==> src/design/psq_pkg.sv <==
package psq_pkg;

  localparam int POS_W = 6;
  localparam int VAL_W = 32;
  localparam int LEN_W = 7;

  typedef enum logic [1:0] {
    CMD_READ   = 2'd0,
    CMD_INSERT = 2'd1,
    CMD_REMOVE = 2'd2,
    CMD_LENGTH = 2'd3
  } psq_cmd_t;

  typedef enum logic [1:0] {
    ST_OK    = 2'd0,
    ST_RANGE = 2'd1,
    ST_FULL  = 2'd2
  } psq_status_t;

  typedef struct packed {
    logic             shift_ins;
    logic             shift_rem;
    logic [POS_W-1:0] pos;
    logic [VAL_W-1:0] new_val;
  } psq_ctrl_t;

endpackage

==> src/design/psq_cell.sv <==
module psq_cell #(
  parameter int IW  = 7,
  parameter int IDX = 0
) (
  input  logic                           clk,
  input  psq_pkg::psq_ctrl_t             ctrl,
  input  logic [psq_pkg::VAL_W-1:0]      left_val,
  input  logic [psq_pkg::VAL_W-1:0]      right_val,
  output logic [psq_pkg::VAL_W-1:0]      val
);

  localparam logic [IW-1:0] MY_IDX = IW'(IDX);

  logic [psq_pkg::VAL_W-1:0] val_r;
  logic [psq_pkg::VAL_W-1:0] val_nxt;
  logic [IW-1:0]             pos_w;

  always_comb begin
    pos_w   = IW'(ctrl.pos);
    val_nxt = val_r;
    if (ctrl.shift_ins) begin
      if (MY_IDX > pos_w) begin
        val_nxt = left_val;
      end else if (MY_IDX == pos_w) begin
        val_nxt = ctrl.new_val;
      end
    end else if (ctrl.shift_rem) begin
      if (MY_IDX >= pos_w) begin
        val_nxt = right_val;
      end
    end
  end

  always_ff @(posedge clk) begin
    val_r <= val_nxt;
  end

  assign val = val_r;

endmodule

==> config.mk <==
export PLATFORM = sky130hd
export DESIGN_NAME = psq_cell
export DESIGN_NICKNAME = d
export VERILOG_FILES = /design/src/design/psq_pkg.sv /design/src/design/psq_cell.sv
export SDC_FILE = /design/constraint.sdc
export NUM_CORES = 1
export LEC_CHECK = 0
export ABC_AREA = 1
export ABC_CLOCK_PERIOD_IN_PS = 7300
export BUFFER_PORTS_ARGS = -buffer_cell sky130_fd_sc_hd__buf_2
export CAP_MARGIN = 20
export CORE_MARGIN = 1
export CORE_UTILIZATION = 40
export DETAILED_ROUTE_END_ITERATION = 10
export GPL_ROUTABILITY_DRIVEN = 0
export GPL_TIMING_DRIVEN = 0
export PLACE_DENSITY = 0.92
export SLEW_MARGIN = 10
export SYNTH_ARGS = -nofsm -noshare
export SYNTH_HDL_FRONTEND = slang
export SYNTH_SLANG_ARGS = --single-unit
==> constraint.sdc <==
create_clock -name clk -period 7.3 [get_ports clk]
set_clock_uncertainty 0.15 [all_clocks]
set_input_delay 0.365 -clock clk [delete_from_list [all_inputs] [get_ports clk]]
set_output_delay 0.365 -clock clk [all_outputs]
set_load 0.02 [all_outputs]
**Word level (Yosys, flattened, before mapping)**

Index checks and enable logic that the tools add are counted.

- Multiplexer cells: 4
- Equal/unequal tests: 1
- Magnitude comparators: 1
- Reductions and logical operators: 4

Operators with widths:

| cell | number |
|---|---|
| $mux 32 | 4 |
| $ge 1x6->1 const A | 1 |
| $logic_not 6->1 | 1 |
| $reduce_bool 2->1 | 2 |
| $reduce_and 3->1 | 1 |
| $ne 2x1->1 const B | 1 |

- Input bits: 105
- Bits in registers: 32
- Word-level logic and storage cells: 11

**Depth between registers and ports, before layout**

- Depth after elaboration: 4
- Mapped depth: 5
- Mapped depth without buffers: 4

**Least setup slack after synthesis**

OpenSTA, ideal clock, no wires.

- Path type: input to register
- From: input ctrl[39] in the netlist's numbering
- To: register val_r (netlist bit val[0]), enable pin
- Required time: 6728 ps
- Data arrival time: 1981 ps
- Path buffers: 1
- Path slack: 4747 ps
- Stages on the path: 5
- Path through: buf_6 > inv_8 > nand2_1 > nand2_1 > nor2_1

- Longest elaborated chain between the ends: 2

RTL lines:

| what | line | RTL |
|---|---|---|
| start: declaration | psq_cell.sv:6 | `input psq_pkg::psq_ctrl_t ctrl,` |
| $ne 2x1->1 (no line) or $reduce_bool 2->1 (tied branches) | - |  |
| $reduce_and 3->1 (no line) * | - |  |
| end signal: assignment | psq_cell.sv:35 | `val_r <= val_nxt;` |
| end: declaration | psq_cell.sv:14 | `logic [psq_pkg::VAL_W-1:0] val_r;` |

Every way passes the cells marked *; elsewhere a longest branch is shown, timed or not.
A chain may end at the register's enable or synchronous reset.

**Worst setup path in the final report**

- From: input ctrl[37] in the netlist's numbering
- To: register val_r (netlist bit val[6]), enable pin

- Longest elaborated chain between the ends: 3

RTL lines:

| what | line |
|---|---|
| $ge 1x6->1 or $logic_not 6->1 (tied branches) | psq_cell.sv:28, psq_cell.sv:24 |
| $reduce_bool 2->1 (no line) or $ne 2x1->1 (tied branches) | - |
| $reduce_and 3->1 (no line) * | - |

Marks and branches as above.

==> results.sh <==
export IMPL_outcome="finished clean"
export IMPL_period_needed_ns=1.584
export IMPL_rsz0062_at_grt="false"
export IMPL_relSlewSlack_pct=42.52
export IMPL_final_util_pct=62.49
export IMPL_fmax_mhz=631.2
export IMPL_num_vias=1302
export IMPL_synth_main_ff_cell="edfxtp_1"
export IMPL_cp_arrival_ns=1.33
export IMPL_hold_viol=0
export IMPL_cts_root_buf="clkbuf_8"
export IMPL_vias_per_cell=4.326
export IMPL_syn_to_final_growth_pct=44.33
export IMPL_yosys_top_cells_area="edfxtp_1 64%, nand2_1 22%, nand2_2 5.5%"
export IMPL_synth_edff_count=32
export IMPL_grt_usage_pct=17.58
export IMPL_syn_cell_area_mm2=0.001490
export IMPL_vdd_drop_max_mv=0.1059
export IMPL_p_total_mw=0.3800
export IMPL_crit_fanout=32
export IMPL_min_period_over_period_pct=21.70
export IMPL_routedWlPerCell_um=10.35
export IMPL_ys_seq_elements=32
export IMPL_cts_hold_buf=0
export IMPL_gr_total_overflow=0
export IMPL_die_h_um=63.04
export IMPL_multiInputGateArea_um2=426.7
export IMPL_synth_seq_area_share_pct=64.48
export IMPL_cts_max_level=2
export IMPL_min_delay_start="right_val[29]"
export IMPL_fillers=275
export IMPL_worstHoldEndpoint="val[29]"
export IMPL_critPathLaunch="ctrl[37]"
export IMPL_hold_path_class="primary input to register"
export IMPL_slew_viol_final=0
export IMPL_antenna_found_initial=0
export IMPL_ys_types=9
export IMPL_synthCells=144
export IMPL_layout_drive_gt1_share_pct=50.98
export IMPL_worst_setup_path_start_kind="primary input"
export IMPL_post_cts_resized=0
export IMPL_fp_dieW_um=63.04
export IMPL_ant_nets=0
export IMPL_cts_tree="built"
export IMPL_powerDensity_mw_per_mm2=176.7
export IMPL_yosysMostFrequentCell="nand2_1"
export IMPL_first_pass_iters=6
export IMPL_hpwl_um=2364
export IMPL_syn_num_nets=249
export IMPL_initial_core_util_pct=43.29
export IMPL_grt_max_degree=33
export IMPL_rows=21
export IMPL_worstPathRequired_ns=7.04
export IMPL_cap_violations=0
export IMPL_die_area_mm2=0.003973
export IMPL_cts_buffer_depth=2
export IMPL_p_leak_nw=1.074
export IMPL_tightest_slew_ns=0.8602
export IMPL_port_buffers=103
export IMPL_yosys_warnings=0
export IMPL_hold_depth=3
export IMPL_io_pins=137
export IMPL_core_area_mm2=0.003442
export IMPL_grt_pass1_wl_um=5278
export IMPL_cp_end_kind="register"
export IMPL_yosys_top_cells_count="86 x nand2_1, 32 x edfxtp_1, 13 x nand2_2"
export IMPL_register_area_um2=960.9
export IMPL_numCtsBuffers=5
export IMPL_fin_ws_ns=5.716
export IMPL_largest_reg_flops=32
export IMPL_n_antenna_cell=0
export IMPL_clock_sink_count=32
export IMPL_cts_setup_buffers=0
export IMPL_critical_path_class="primary input to register"
export IMPL_nNetsFinal=359
export IMPL_clk_pin_slew_ns=0.06
export IMPL_hold_ws_ns=0.2065
export IMPL_synth_top_area_share_pct=64.48
export IMPL_setup_violations=0
export IMPL_yosysTopAreaCell="edfxtp_1"
export IMPL_drt_iter0_drc=44
export IMPL_drc=0
export IMPL_grt_pass1_vias=1277
export IMPL_setup_tns_ns=0
export IMPL_wl_um=3115
export IMPL_ys_async_sr_fraction_pct=0
export IMPL_post_place_ws_ns=5.402
export IMPL_syn_avg_cell_area_um2=10.35
[kinds of logic (layout without fill, tap and decap cells)]
logic type	count (synthesis)	after routing	share of synthesized area, %
AND/OR/NAND/NOR	103	103	28.13
flip-flops	32	32	64.48
buffers and inverters	9	120	7.388
[area by class of cell]
class / instances / share of cell area [%]
Clock buffer: 7 / 3.549
Sequential cell: 32 / 44.68
Multi-Input combinational cell: 103 / 19.84
Tap cell: 46 / 2.676
Timing Repair Buffer: 103 / 23.97
Inverter: 2 / 0.6981
Buffer: 7 / 4.421
Clock inverter: 1 / 0.1745
[per-stage QoR]
step | area, um^2 | instances
detailed placement | 2071 | 293
global placement | 2063 | 293
CTS | 2151 | 301
global route | 2151 | 301
floorplan | 1490 | 144
finish | 2151 | 301
[worst max-delay path by stage]
stage,depth (start not counted),slack [ns],endpoint
2_1_floorplan,5,4.75,val[0]
3_3_place_gp,5,4.23,val[10]
3_5_place_dp,4,5.40,val[10]
4_1_cts,4,5.70,val[15]
5_1_grt,4,5.56,val[17]
6_report,4,5.72,val[6]
[placed cells by master (no fill, tap or decap)]
| cell | synthesis | routed |
|---|---|---|
| buf_6 | 3 | 3 |
| inv_1 | 1 | 1 |
| buf_2 | 0 | 103 |
| nand2_2 | 13 | 13 |
| clkbuf_1 | 0 | 2 |
| nor2_4 | 0 | 1 |
| buf_12 | 1 | 1 |
| clkbuf_8 | 3 | 8 |
| inv_8 | 1 | 1 |
| clkinv_1 | 0 | 1 |
| nor2_1 | 4 | 3 |
| edfxtp_1 | 32 | 32 |
| nand2_1 | 86 | 86 |
[per-layer routing]
metal | share of wire (%) | GRT usage [%] | vias to the layer above
li1 | - | - | 677
met1 | 40 | 19.50 | 562
met2 | 51 | 29.97 | 61
met3 | 8.9 | 6.752 | 2
met4 | 0.48 | 6.977 | 0
met5 | 0 | 0 | -
[where the power goes]
part / internal [mW] / switching [mW] / total, mW
logic: 0.0264 / 0.0241 / 0.0504
clock network: 0.0662 / 0.0574 / 0.124
registers: 0.206 / 0.000351 / 0.206
[critical path, cell delays in order]
cell and delay (ns):
buf_2 0.09, nor2_1 0.09, nand2_1 0.09, nor2_4 0.69
No activity file was read; power rests on OpenSTA's default activity.
