### src/design/psq_pkg.sv
package psq_pkg;

  localparam int POS_W = 6;
  localparam int VAL_W = 32;
  localparam int LEN_W = 7;

  typedef enum logic [1:0] {
    CMD_READ   = 2'd0,
    CMD_INSERT = 2'd1,
    CMD_REMOVE = 2'd2,
    CMD_LENGTH = 2'd3
  } psq_cmd_t;

  typedef enum logic [1:0] {
    ST_OK    = 2'd0,
    ST_RANGE = 2'd1,
    ST_FULL  = 2'd2
  } psq_status_t;

  typedef struct packed {
    logic             shift_ins;
    logic             shift_rem;
    logic [POS_W-1:0] pos;
    logic [VAL_W-1:0] new_val;
  } psq_ctrl_t;

endpackage

### src/design/psq_ctrl.sv
module psq_ctrl #(
  parameter int CAPACITY = 64,
  parameter int CW       = 7,
  parameter int PW       = 7
) (
  input  logic                          clk,
  input  logic                          rst_n,
  input  logic                          start,
  input  logic [1:0]                    in_cmd,
  input  logic [psq_pkg::POS_W-1:0]     in_position,
  input  logic [psq_pkg::VAL_W-1:0]     in_new_value,
  input  logic [psq_pkg::VAL_W-1:0]     rd_data,
  output psq_pkg::psq_ctrl_t            cell_ctrl,
  output logic                          busy,
  output logic                          out_strobe,
  output logic [psq_pkg::VAL_W-1:0]     out_value,
  output logic [psq_pkg::LEN_W-1:0]     out_length,
  output logic [1:0]                    out_status
);

  logic                         busy_r;
  logic                         strobe_r;
  logic                         strobe_nxt;
  logic [CW-1:0]                count_r;
  logic [CW-1:0]                count_nxt;
  logic [psq_pkg::VAL_W-1:0]    value_r;
  logic [psq_pkg::VAL_W-1:0]    value_nxt;
  psq_pkg::psq_status_t         status_r;
  psq_pkg::psq_status_t         status_nxt;
  logic                         acc;
  psq_pkg::psq_cmd_t            cmd_e;
  logic [PW-1:0]                pos_w;
  logic [PW-1:0]                cnt_w;

  always_comb begin
    acc        = start && !busy_r;
    cmd_e      = psq_pkg::psq_cmd_t'(in_cmd);
    pos_w      = PW'(in_position);
    cnt_w      = PW'(count_r);
    cell_ctrl  = '{shift_ins: 1'b0, shift_rem: 1'b0, pos: in_position, new_val: in_new_value};
    count_nxt  = count_r;
    value_nxt  = value_r;
    status_nxt = status_r;
    strobe_nxt = acc;
    if (acc) begin
      value_nxt  = '0;
      status_nxt = psq_pkg::ST_OK;
      unique case (cmd_e)
        psq_pkg::CMD_READ: begin
          if (pos_w >= cnt_w) begin
            status_nxt = psq_pkg::ST_RANGE;
          end else begin
            value_nxt = rd_data;
          end
        end
        psq_pkg::CMD_INSERT: begin
          if (pos_w > cnt_w) begin
            status_nxt = psq_pkg::ST_RANGE;
          end else if (count_r == CW'(CAPACITY)) begin
            status_nxt = psq_pkg::ST_FULL;
          end else begin
            cell_ctrl.shift_ins = 1'b1;
            count_nxt           = count_r + 1'b1;
          end
        end
        psq_pkg::CMD_REMOVE: begin
          if (pos_w >= cnt_w) begin
            status_nxt = psq_pkg::ST_RANGE;
          end else begin
            value_nxt           = rd_data;
            cell_ctrl.shift_rem = 1'b1;
            count_nxt           = count_r - 1'b1;
          end
        end
        psq_pkg::CMD_LENGTH: begin
        end
      endcase
    end
  end

  always_ff @(posedge clk) begin
    if (!rst_n) begin
      busy_r   <= 1'b1;
      strobe_r <= 1'b0;
      count_r  <= '0;
    end else begin
      busy_r   <= 1'b0;
      strobe_r <= strobe_nxt;
      count_r  <= count_nxt;
    end
    value_r  <= value_nxt;
    status_r <= status_nxt;
  end

  assign busy       = busy_r;
  assign out_strobe = strobe_r;
  assign out_value  = value_r;
  assign out_length = psq_pkg::LEN_W'(count_r);
  assign out_status = status_r;

endmodule

### config.mk
export PLATFORM = sky130hd
export DESIGN_NAME = psq_ctrl
export DESIGN_NICKNAME = d
export VERILOG_FILES = /design/src/design/psq_pkg.sv /design/src/design/psq_ctrl.sv
export SDC_FILE = /design/constraint.sdc
export NUM_CORES = 1
export LEC_CHECK = 0
export BUFFER_PORTS_ARGS = -buffer_cell sky130_fd_sc_hd__buf_2
export CELL_PAD_IN_SITES_DETAIL_PLACEMENT = 0
export CELL_PAD_IN_SITES_GLOBAL_PLACEMENT = 1
export CORE_ASPECT_RATIO = 1.25
export CORE_MARGIN = 1
export CORE_UTILIZATION = 28
export DETAILED_ROUTE_END_ITERATION = 10
export PLACE_DENSITY = 0.76
export SKIP_CTS_REPAIR_TIMING = 1
export SYNTH_ARGS = -nofsm -noshare
export SYNTH_HDL_FRONTEND = slang
export SYNTH_SLANG_ARGS = --single-unit
### constraint.sdc
create_clock -name clk -period 2.1 [get_ports clk]
set_input_delay 0.21 -clock clk [delete_from_list [all_inputs] [get_ports clk]]
set_output_delay 0.21 -clock clk [all_outputs]
set_load 0.03 [all_outputs]
After elaboration in Yosys (flattened, before gate mapping)
Cells that the tools add are included.
Cells by class
  add/subtract/negate cells: 2
  magnitude comparators: 2
  equality and inequality tests: 6
  multiplexer cells: 15
  bitwise operators: 1
  reduce and logical (&&, ||, !) cells: 7
Operators with widths (count)
  7-bit 2-to-1 mux: 3
  7-bit case mux with 2 select lines: 1
  7-bit by 1-bit adder with 7-bit output (second input constant): 1
  7-bit equality test (second input constant): 1
  6-bit by 7-bit greater-or-equal comparator with 1-bit output: 1
  6-bit by 7-bit > comparator with 1-bit output: 1
  1-bit 2-to-1 mux: 7
  7-bit by 1-bit subtractor with 7-bit output (second input constant): 1
  2-bit 2-to-1 mux: 3
  2-bit != test (second input constant): 3
  5-bit AND reduction: 1
  2-bit case mux with 2 select lines: 1
  2-bit OR reduction: 2
  2-bit by 1-bit equality test with 1-bit output (second input constant): 1
  2-bit equality test (second input constant): 1
  2-bit logical NOT: 1
  2-bit nonzero test: 1
  1-bit logical AND: 1
  1-bit logical NOT: 1
  1-bit inverter: 1
Storage, ports and cells
  bits in registers: 43
  input port bits: 75
  word-level logic and storage cells: 38

Longest topological paths before layout
Gate-level depths: netlist of the first run.
  word-level depth: 5
  mapped depth: 8
  gate-level depth less buffers: 8

Least setup slack after synthesis of the first run
No wires, ideal clock.
  path kind: flip-flop to flip-flop
  from: register count_r[1] (netlist: out_length[1])
  to: register count_r[1] (netlist: out_length[1])
  library setup time: 122 ps
  arrival time: 2090 ps
  data required time: 1978 ps
  path slack: -112 ps
  stages on the path, launching flop included: 8
  buffers on the path: 0
  clock period less this slack: 2212 ps
  path through: dfxtp_1 -> inv_1 -> ha_1 -> and3_2 -> and2b_4 -> o221ai_4 -> inv_2 -> o311a_1
On the way
  longest elaborated chain between the ends: 4
  elaborated cells between the ends (all ways): 13
  classes of those cells: add/sub (2); order compare (2); eq/ne (4); mux (4); reduce/logical (1)
Ends and longest elaborated chain
  start: declaration: line psq_ctrl.sv:24  | logic [CW-1:0] count_r;
  start signal: assignment: line psq_ctrl.sv:89  | count_r <= count_nxt;
  7-bit by 1-bit adder with 7-bit output: line psq_ctrl.sv:63  | count_nxt = count_r + 1'b1;
  7-bit 2-to-1 mux: line psq_ctrl.sv:59  | end else if (count_r == CW'(CAPACITY)) begin
  7-bit 2-to-1 mux: line psq_ctrl.sv:57  | if (pos_w > cnt_w) begin
  7-bit case mux with 2 select lines: line psq_ctrl.sv:48  | unique case (cmd_e)
Parallel ways exist; a longest one is shown, timed or not. The select of a mux whose other input is x is not followed.
A chain may end at the register's enable or synchronous reset.

==> flow_metrics.env, run 1 <==
export IMPL_outcome="completed"
export IMPL_ys_flop_type="edfxtp_1"
export IMPL_cts_tree="yes"
export IMPL_first_pass_iters=5
export IMPL_grt_overflow=0
export IMPL_yosys_warnings=0
export IMPL_synthTopCellsByArea="edfxtp_1 (42%), buf_4 (12%), and2_1 (8.7%), dfxtp_1 (7.4%), ha_1 (5.6%)"
export IMPL_n_antenna_cell=0
export IMPL_p_leak_nw=1.36
export IMPL_vias=1760
export IMPL_hpwl_um=3890
export IMPL_yosysUniqueCellTypes=46
export IMPL_clkSlewWorstSetupHoldPaths_ns=0.10
export IMPL_endpoint_kind="output pin"
export IMPL_core_mm2=0.00833
export IMPL_die_w_um=85.4
export IMPL_area_delta_synth_final_pct=27.9
export IMPL_hold_viol=0
export IMPL_die_area_mm2=0.00908
export IMPL_rsz0062_at_grt="true"
export IMPL_cts_sinks=43
export IMPL_slowest_stage="dfxtp_4"
export IMPL_vdd_drop_max_uv=256
export IMPL_layout_drive_gt1_share_pct=52.4
export IMPL_ioPinCount=158
export IMPL_synth_cell_area_mm2=0.00244
export IMPL_worstPathArrival_ns=1.85
export IMPL_drv_cap=0
export IMPL_finalSetupViolCount=0
export IMPL_cts_htree_levels=2
export IMPL_synthesis_nets=298
export IMPL_layout_min_cycle_time_ns=2.06
export IMPL_avgSynthCellArea_um2=11.5
export IMPL_clock_path_buffers=2
export IMPL_io_buffers=93
export IMPL_path_class="reg -> out"
export IMPL_max_slew_margin_pct=70.2
export IMPL_die_h_um=106
export IMPL_yosys_area_top_type="edfxtp_1"
export IMPL_wl_per_cell_um=13.4
export IMPL_fmax_mhz=486
export IMPL_fin_crit_sh_pct=98.0
export IMPL_cts_root_buffer="clkbuf_8"
export IMPL_grt_first_pass_wirelength_um=7850
export IMPL_drc=0
export IMPL_maxSlewViolCount=0
export IMPL_vias_per_cell=4.50
export IMPL_antenna_found_initial=0
export IMPL_power_density_mw_per_mm2=593
export IMPL_wirelength_um=5260
export IMPL_synth_async_reset_ratio_pct=0
export IMPL_required_ns=1.89
export IMPL_cts_buffers=5
export IMPL_crit_path_max_fanout=6
export IMPL_worst_slew_pin_slew_ns=0.441
export IMPL_drt_iter0_drc=106
export IMPL_synth_seq_cells=43
export IMPL_yosysTopAreaCellShare_pct=41.9
export IMPL_synth_seq_area_share_pct=49.3
export IMPL_antenna_left=0
export IMPL_tns_ns=0
export IMPL_clk_latency_ns=0.31
export IMPL_gr_usage_all_layers_pct=11.1
export IMPL_hold_path_class="in -> reg"
export IMPL_path_cells="ha_1 -> nand2b_4 -> a211oi_4 -> o2111ai_4 -> inv_4 -> buf_6"
export IMPL_row_count=37
export IMPL_final_nets=380
export IMPL_worstSetupStartpointType="flop"
export IMPL_grt_pass1_vias=1580
export IMPL_grt_max_degree=36
export IMPL_postLayoutCoreUtil_pct=37.4
export IMPL_synth_edf_count=34
export IMPL_synthCells=211
export IMPL_finalClockSkew_ns=0.0143
export IMPL_start_util_pct=29.2
export IMPL_routabilityCongestion=0.822
export IMPL_max_stage_delay_ns=0.38
area by class of cell:
class / count / area [µm²]
clock inverter: 3 / 23.8
sequential: 43 / 1220
inverter: 12 / 50.0
tap: 97 / 121
multi-input combinational: 115 / 973
timing repair buffer: 116 / 663
fill: 809 / 5220
clock buffer: 5 / 68.8
worst paths after layout:
check	start	to	slack [ns]	cells past startpoint
max	out_length[0]	cell_ctrl[38]	0.04	6
min	rst_n	out_length[1]	0.17	2
max reg2reg	out_length[2]	out_length[6]	0.08	9
min reg2reg	out_length[2]	out_length[2]	0.52	2
cells by family (layout without fill, tap and decap cells):
| logic type | Yosys count | in the layout | synth area share [%] |
|---|---|---|---|
| compound gates | 35 | 35 | 12.2 |
| fa+ha+maj | 12 | 12 | 6.47 |
| simple gates | 65 | 65 | 16.7 |
| flops | 43 | 43 | 49.3 |
| mux | 2 | 2 | 0.822 |
| buf+inv | 53 | 136 | 14.2 |
| xor+xnor | 1 | 1 | 0.360 |
routing by layer:
| metal | global-route usage [%] | part of all wire [%] |
|---|---|---|
| met5 | 0 | 0 |
| met4 | 5.00 | 1.5 |
| met3 | 3.11 | 7.8 |
| met2 | 18.4 | 50 |
| met1 | 13.4 | 41 |
critical path: cells and delay by family, from the launching register on:
family,cells,cell delay [ns]
buffers and inverters,2,0.24
flip-flops,1,0.38
adder cells (fa/ha/maj),1,0.29
AO/OA/AOI/OAI,2,0.47
AND/OR/NAND/NOR,1,0.15
stage by stage:
stage          area [µm²]  hold WS [ns]  instances  setup slack [ns]  total power (W)
2_1_floorplan        2440         0.332        211           -0.0182          0.00129
3_3_place_gp         2850         0.420        374            0.0100          0.00129
3_5_place_dp         2850         0.420        374           -0.0358          0.00129
4_1_cts              2940         0.169        382            -0.273          0.00185
5_1_grt              3120         0.165        391           -0.0563          0.00194
6_report             3120         0.171        391            0.0428          0.00185
state kept, by name (all words and copies together), names as in the netlist:
register and cells:
out_value 32, out_strobe 1, busy 1, out_length 7, out_status 2
report_power, final:
part	switching, W	total [W]	internal [W]
combinational	0.000196	0.000340	0.000145
clock	0.000312	0.000550	0.000238
sequential	0.00000957	0.000959	0.000949
total	0.000518	0.00185	0.00133
cells in the mapped netlist (2+ instances only):
cell / instances
ha_1: 11
clkbuf_2: 3
inv_1: 10
o21ai_0: 5
inv_2: 2
nand2_1: 5
and2_1: 34
nor2_1: 4
nand3_1: 5
a21oi_1: 11
buf_4: 38
o211ai_1: 2
nand2b_1: 4
nor3_1: 2
o21ai_1: 2
dfxtp_1: 9
edfxtp_1: 34
mux2i_1: 2
layout by cell type, fill, tap and decap left out, types with 5 or more instances in the layout:
master and count:
a21oi_1 10, and2_1 34, buf_2 91, buf_4 22
clkbuf_8 5, edfxtp_1 34, ha_1 7, inv_1 6
nand2_1 5, nand3_1 5
Note: power is estimated with default switching activity, not from simulation.
==> run 2: changes to the inputs <==
--- a/config.mk
+++ b/config.mk
@@ -8,11 +8,11 @@
 export BUFFER_PORTS_ARGS = -buffer_cell sky130_fd_sc_hd__buf_2
 export CELL_PAD_IN_SITES_DETAIL_PLACEMENT = 0
 export CELL_PAD_IN_SITES_GLOBAL_PLACEMENT = 1
-export CORE_ASPECT_RATIO = 1.25
+export CORE_ASPECT_RATIO = 1.5
 export CORE_MARGIN = 1
-export CORE_UTILIZATION = 28
+export CORE_UTILIZATION = 33
 export DETAILED_ROUTE_END_ITERATION = 10
-export PLACE_DENSITY = 0.76
+export PLACE_DENSITY = 0.84
 export SKIP_CTS_REPAIR_TIMING = 1
 export SYNTH_ARGS = -nofsm -noshare
 export SYNTH_HDL_FRONTEND = slang
==> constraint.sdc (replaced) <==
create_clock -name clk -period 2.5 [get_ports clk]
set_input_delay 0.25 -clock clk [delete_from_list [all_inputs] [get_ports clk]]
set_output_delay 0.25 -clock clk [all_outputs]
set_load 0.03 [all_outputs]
==> flow_metrics.env, run 2 (same netlist as run 1, synthesis figures left out) <==
export IMPL_layout_drive_gt1_share_pct=44.6
export IMPL_n_antenna_cell=0
export IMPL_power_density_mw_per_mm2=549
export IMPL_finalClockSkew_ns=0.00723
export IMPL_first_pass_iters=5
export IMPL_gr_usage_all_layers_pct=13.3
export IMPL_rsz0062_at_grt="false"
export IMPL_worstPathArrival_ns=2.12
export IMPL_vdd_drop_max_uv=263
export IMPL_fin_crit_sh_pct=94.9
export IMPL_path_cells="inv_1 -> ha_1 -> and3_2 -> and2b_4 -> o221ai_4 -> inv_2 -> buf_2"
export IMPL_endpoint_kind="output pin"
export IMPL_cts_root_buffer="clkbuf_8"
export IMPL_grt_overflow=0
export IMPL_drv_cap=0
export IMPL_final_nets=366
export IMPL_largest_register_ffs=32
export IMPL_rrSetupSlack_ns=0.37
export IMPL_max_stage_delay_ns=0.43
export IMPL_clkSlewWorstSetupHoldPaths_ns=0.09
export IMPL_p_sw_share_pct=25.4
export IMPL_power_internal_w=0.00119
export IMPL_cts_buffers=5
export IMPL_layoutNonFillerInstCount=380
export IMPL_r2r_cells=8
export IMPL_p_switching_w=0.000406
export IMPL_ioPinCount=158
export IMPL_cts_htree_levels=2
export IMPL_hold_path_class="in -> reg"
export IMPL_slowest_stage="dfxtp_1"
export IMPL_path_class="reg -> out"
export IMPL_die_h_um=107
export IMPL_cts_sinks=43
export IMPL_drc=0
export IMPL_io_buffers=93
export IMPL_vias_per_cell=4.52
export IMPL_hpwl_um=4140
export IMPL_clock_path_buffers=2
export IMPL_maxSlewViolCount=0
export IMPL_timing_rr_start="out_length[4]"
export IMPL_max_slew_margin_pct=72.9
export IMPL_nFillCells=699
export IMPL_fmax_mhz=422
export IMPL_crit_path_max_fanout=8
export IMPL_hp_start="rd_data[17]"
export IMPL_antenna_left=0
export IMPL_rr_endpoint="out_value[21]"
export IMPL_worst_slew_pin_slew_ns=0.401
export IMPL_drt_iter0_drc=65
export IMPL_setup_slack_ns=0.129
export IMPL_p_comb_share_pct=15.6
export IMPL_wirelength_um=5240
export IMPL_row_count=38
export IMPL_min_path_cells=2
export IMPL_postLayoutCoreUtil_pct=40.5
export IMPL_place_inst=370
export IMPL_p_leak_nw=1.29
export IMPL_area_delta_synth_final_pct=19.4
export IMPL_hold_end="out_value[17]"
export IMPL_vias=1716
export IMPL_die_w_um=72.2
export IMPL_core_mm2=0.00718
export IMPL_antenna_found_initial=0
export IMPL_detailedPlace_worstSlack_ns=0.222
export IMPL_start_util_pct=33.9
export IMPL_hold_viol=0
export IMPL_worstSetupStartpointType="flop"
export IMPL_cts_tree="yes"
export IMPL_final_cell_mix="buf_2 (93), and2_1 (34), edfxtp_1 (34)"
export IMPL_die_area_mm2=0.00774
export IMPL_required_ns=2.25
export IMPL_power_frac_clock_pct=33.9
export IMPL_clk_latency_ns=0.30
export IMPL_wl_per_cell_um=13.8
export IMPL_grt_max_degree=36
export IMPL_routabilityCongestion=0.824
export IMPL_outcome="completed"
export IMPL_p_seq_share_pct=50.6
export IMPL_layout_min_cycle_time_ns=2.37
export IMPL_layout_commonest_cell="buf_2"
export IMPL_grt_pass1_vias=1632
export IMPL_grt_first_pass_wirelength_um=7800
export IMPL_finalSetupViolCount=0
[run 2: cell types whose count changed in the layout (fill, tap and decap cells not counted), moves of 2 or more]
cell        before  now
inv_2            4    2
ha_1             7   11
dfxtp_2          3    1
buf_4           22    9
dfxtp_4          3    0
clkinvlp_4       2    0
inv_4            2    0
buf_2           91   93
ha_4             4    0
buf_6            2    0
inv_1            6   10
dfxtp_1          3    8
[run 2: worst max-delay path: cells and delay by family (launching register included)]
kind,cells,cell delay (ns)
compound gates,1,0.20
fa+ha+maj,1,0.34
buf+inv,3,0.40
flops,1,0.43
simple gates,2,0.46
[run 2: final cells by class]
class	count	area (µm²)	share of cell area (%)
clock buffers	5	68.8	2.37
clock inverters	3	43.8	1.51
inverters	12	45.0	1.55
multi-input cells	115	890	30.6
flip-flops and latches	43	1200	41.4
well taps	100	125	4.30
repair buffers	102	533	18.3
[run 2: per-layer routing]
metal	GRT usage (%)	part of all wire (%)	vias to the layer above
met5	0	0	-
met4	9.94	5.4	0
met3	3.01	8.5	30
met2	22.6	46	90
met1	14.1	40	757
li1	-	-	839
[run 2: power groups by stage]
stage | Sequential, W | Combinational [W] | Clock [W]
floorplan | 0.000877 | 0.000209 | 0
global placement | 0.000824 | 0.000246 | 0
detailed placement | 0.000824 | 0.000249 | 0
CTS | 0.000808 | 0.000250 | 0.000553
global route | 0.000810 | 0.000271 | 0.000579
finish | 0.000808 | 0.000248 | 0.000541
[run 2: how the worst max path moves through the flow]
stage	from	endpoint	slack (ns)	depth (start not counted)
floorplan	out_length[1]	out_length[1]	0.29	7
global placement	in_cmd[0]	out_length[6]	0.25	9
detailed placement	in_cmd[0]	out_length[6]	0.22	9
CTS	out_length[5]	cell_ctrl[39]	-0.02	7
global route	out_length[2]	cell_ctrl[39]	0.03	7
finish	out_length[2]	cell_ctrl[39]	0.13	7
[run 2: per-stage QoR]
stage / TNS (ns) / cell area [µm²] / hold WS (ns) / power [W]
final: 0 / 2910 / 0.227 / 0.00160
after global placement: 0 / 2780 / 0.500 / 0.00107
after floorplan: 0 / 2440 / 0.372 / 0.00109
after global routing: 0 / 2910 / 0.219 / 0.00166
after detailed placement: 0 / 2780 / 0.500 / 0.00107
after CTS: -0.0237 / 2890 / 0.220 / 0.00161
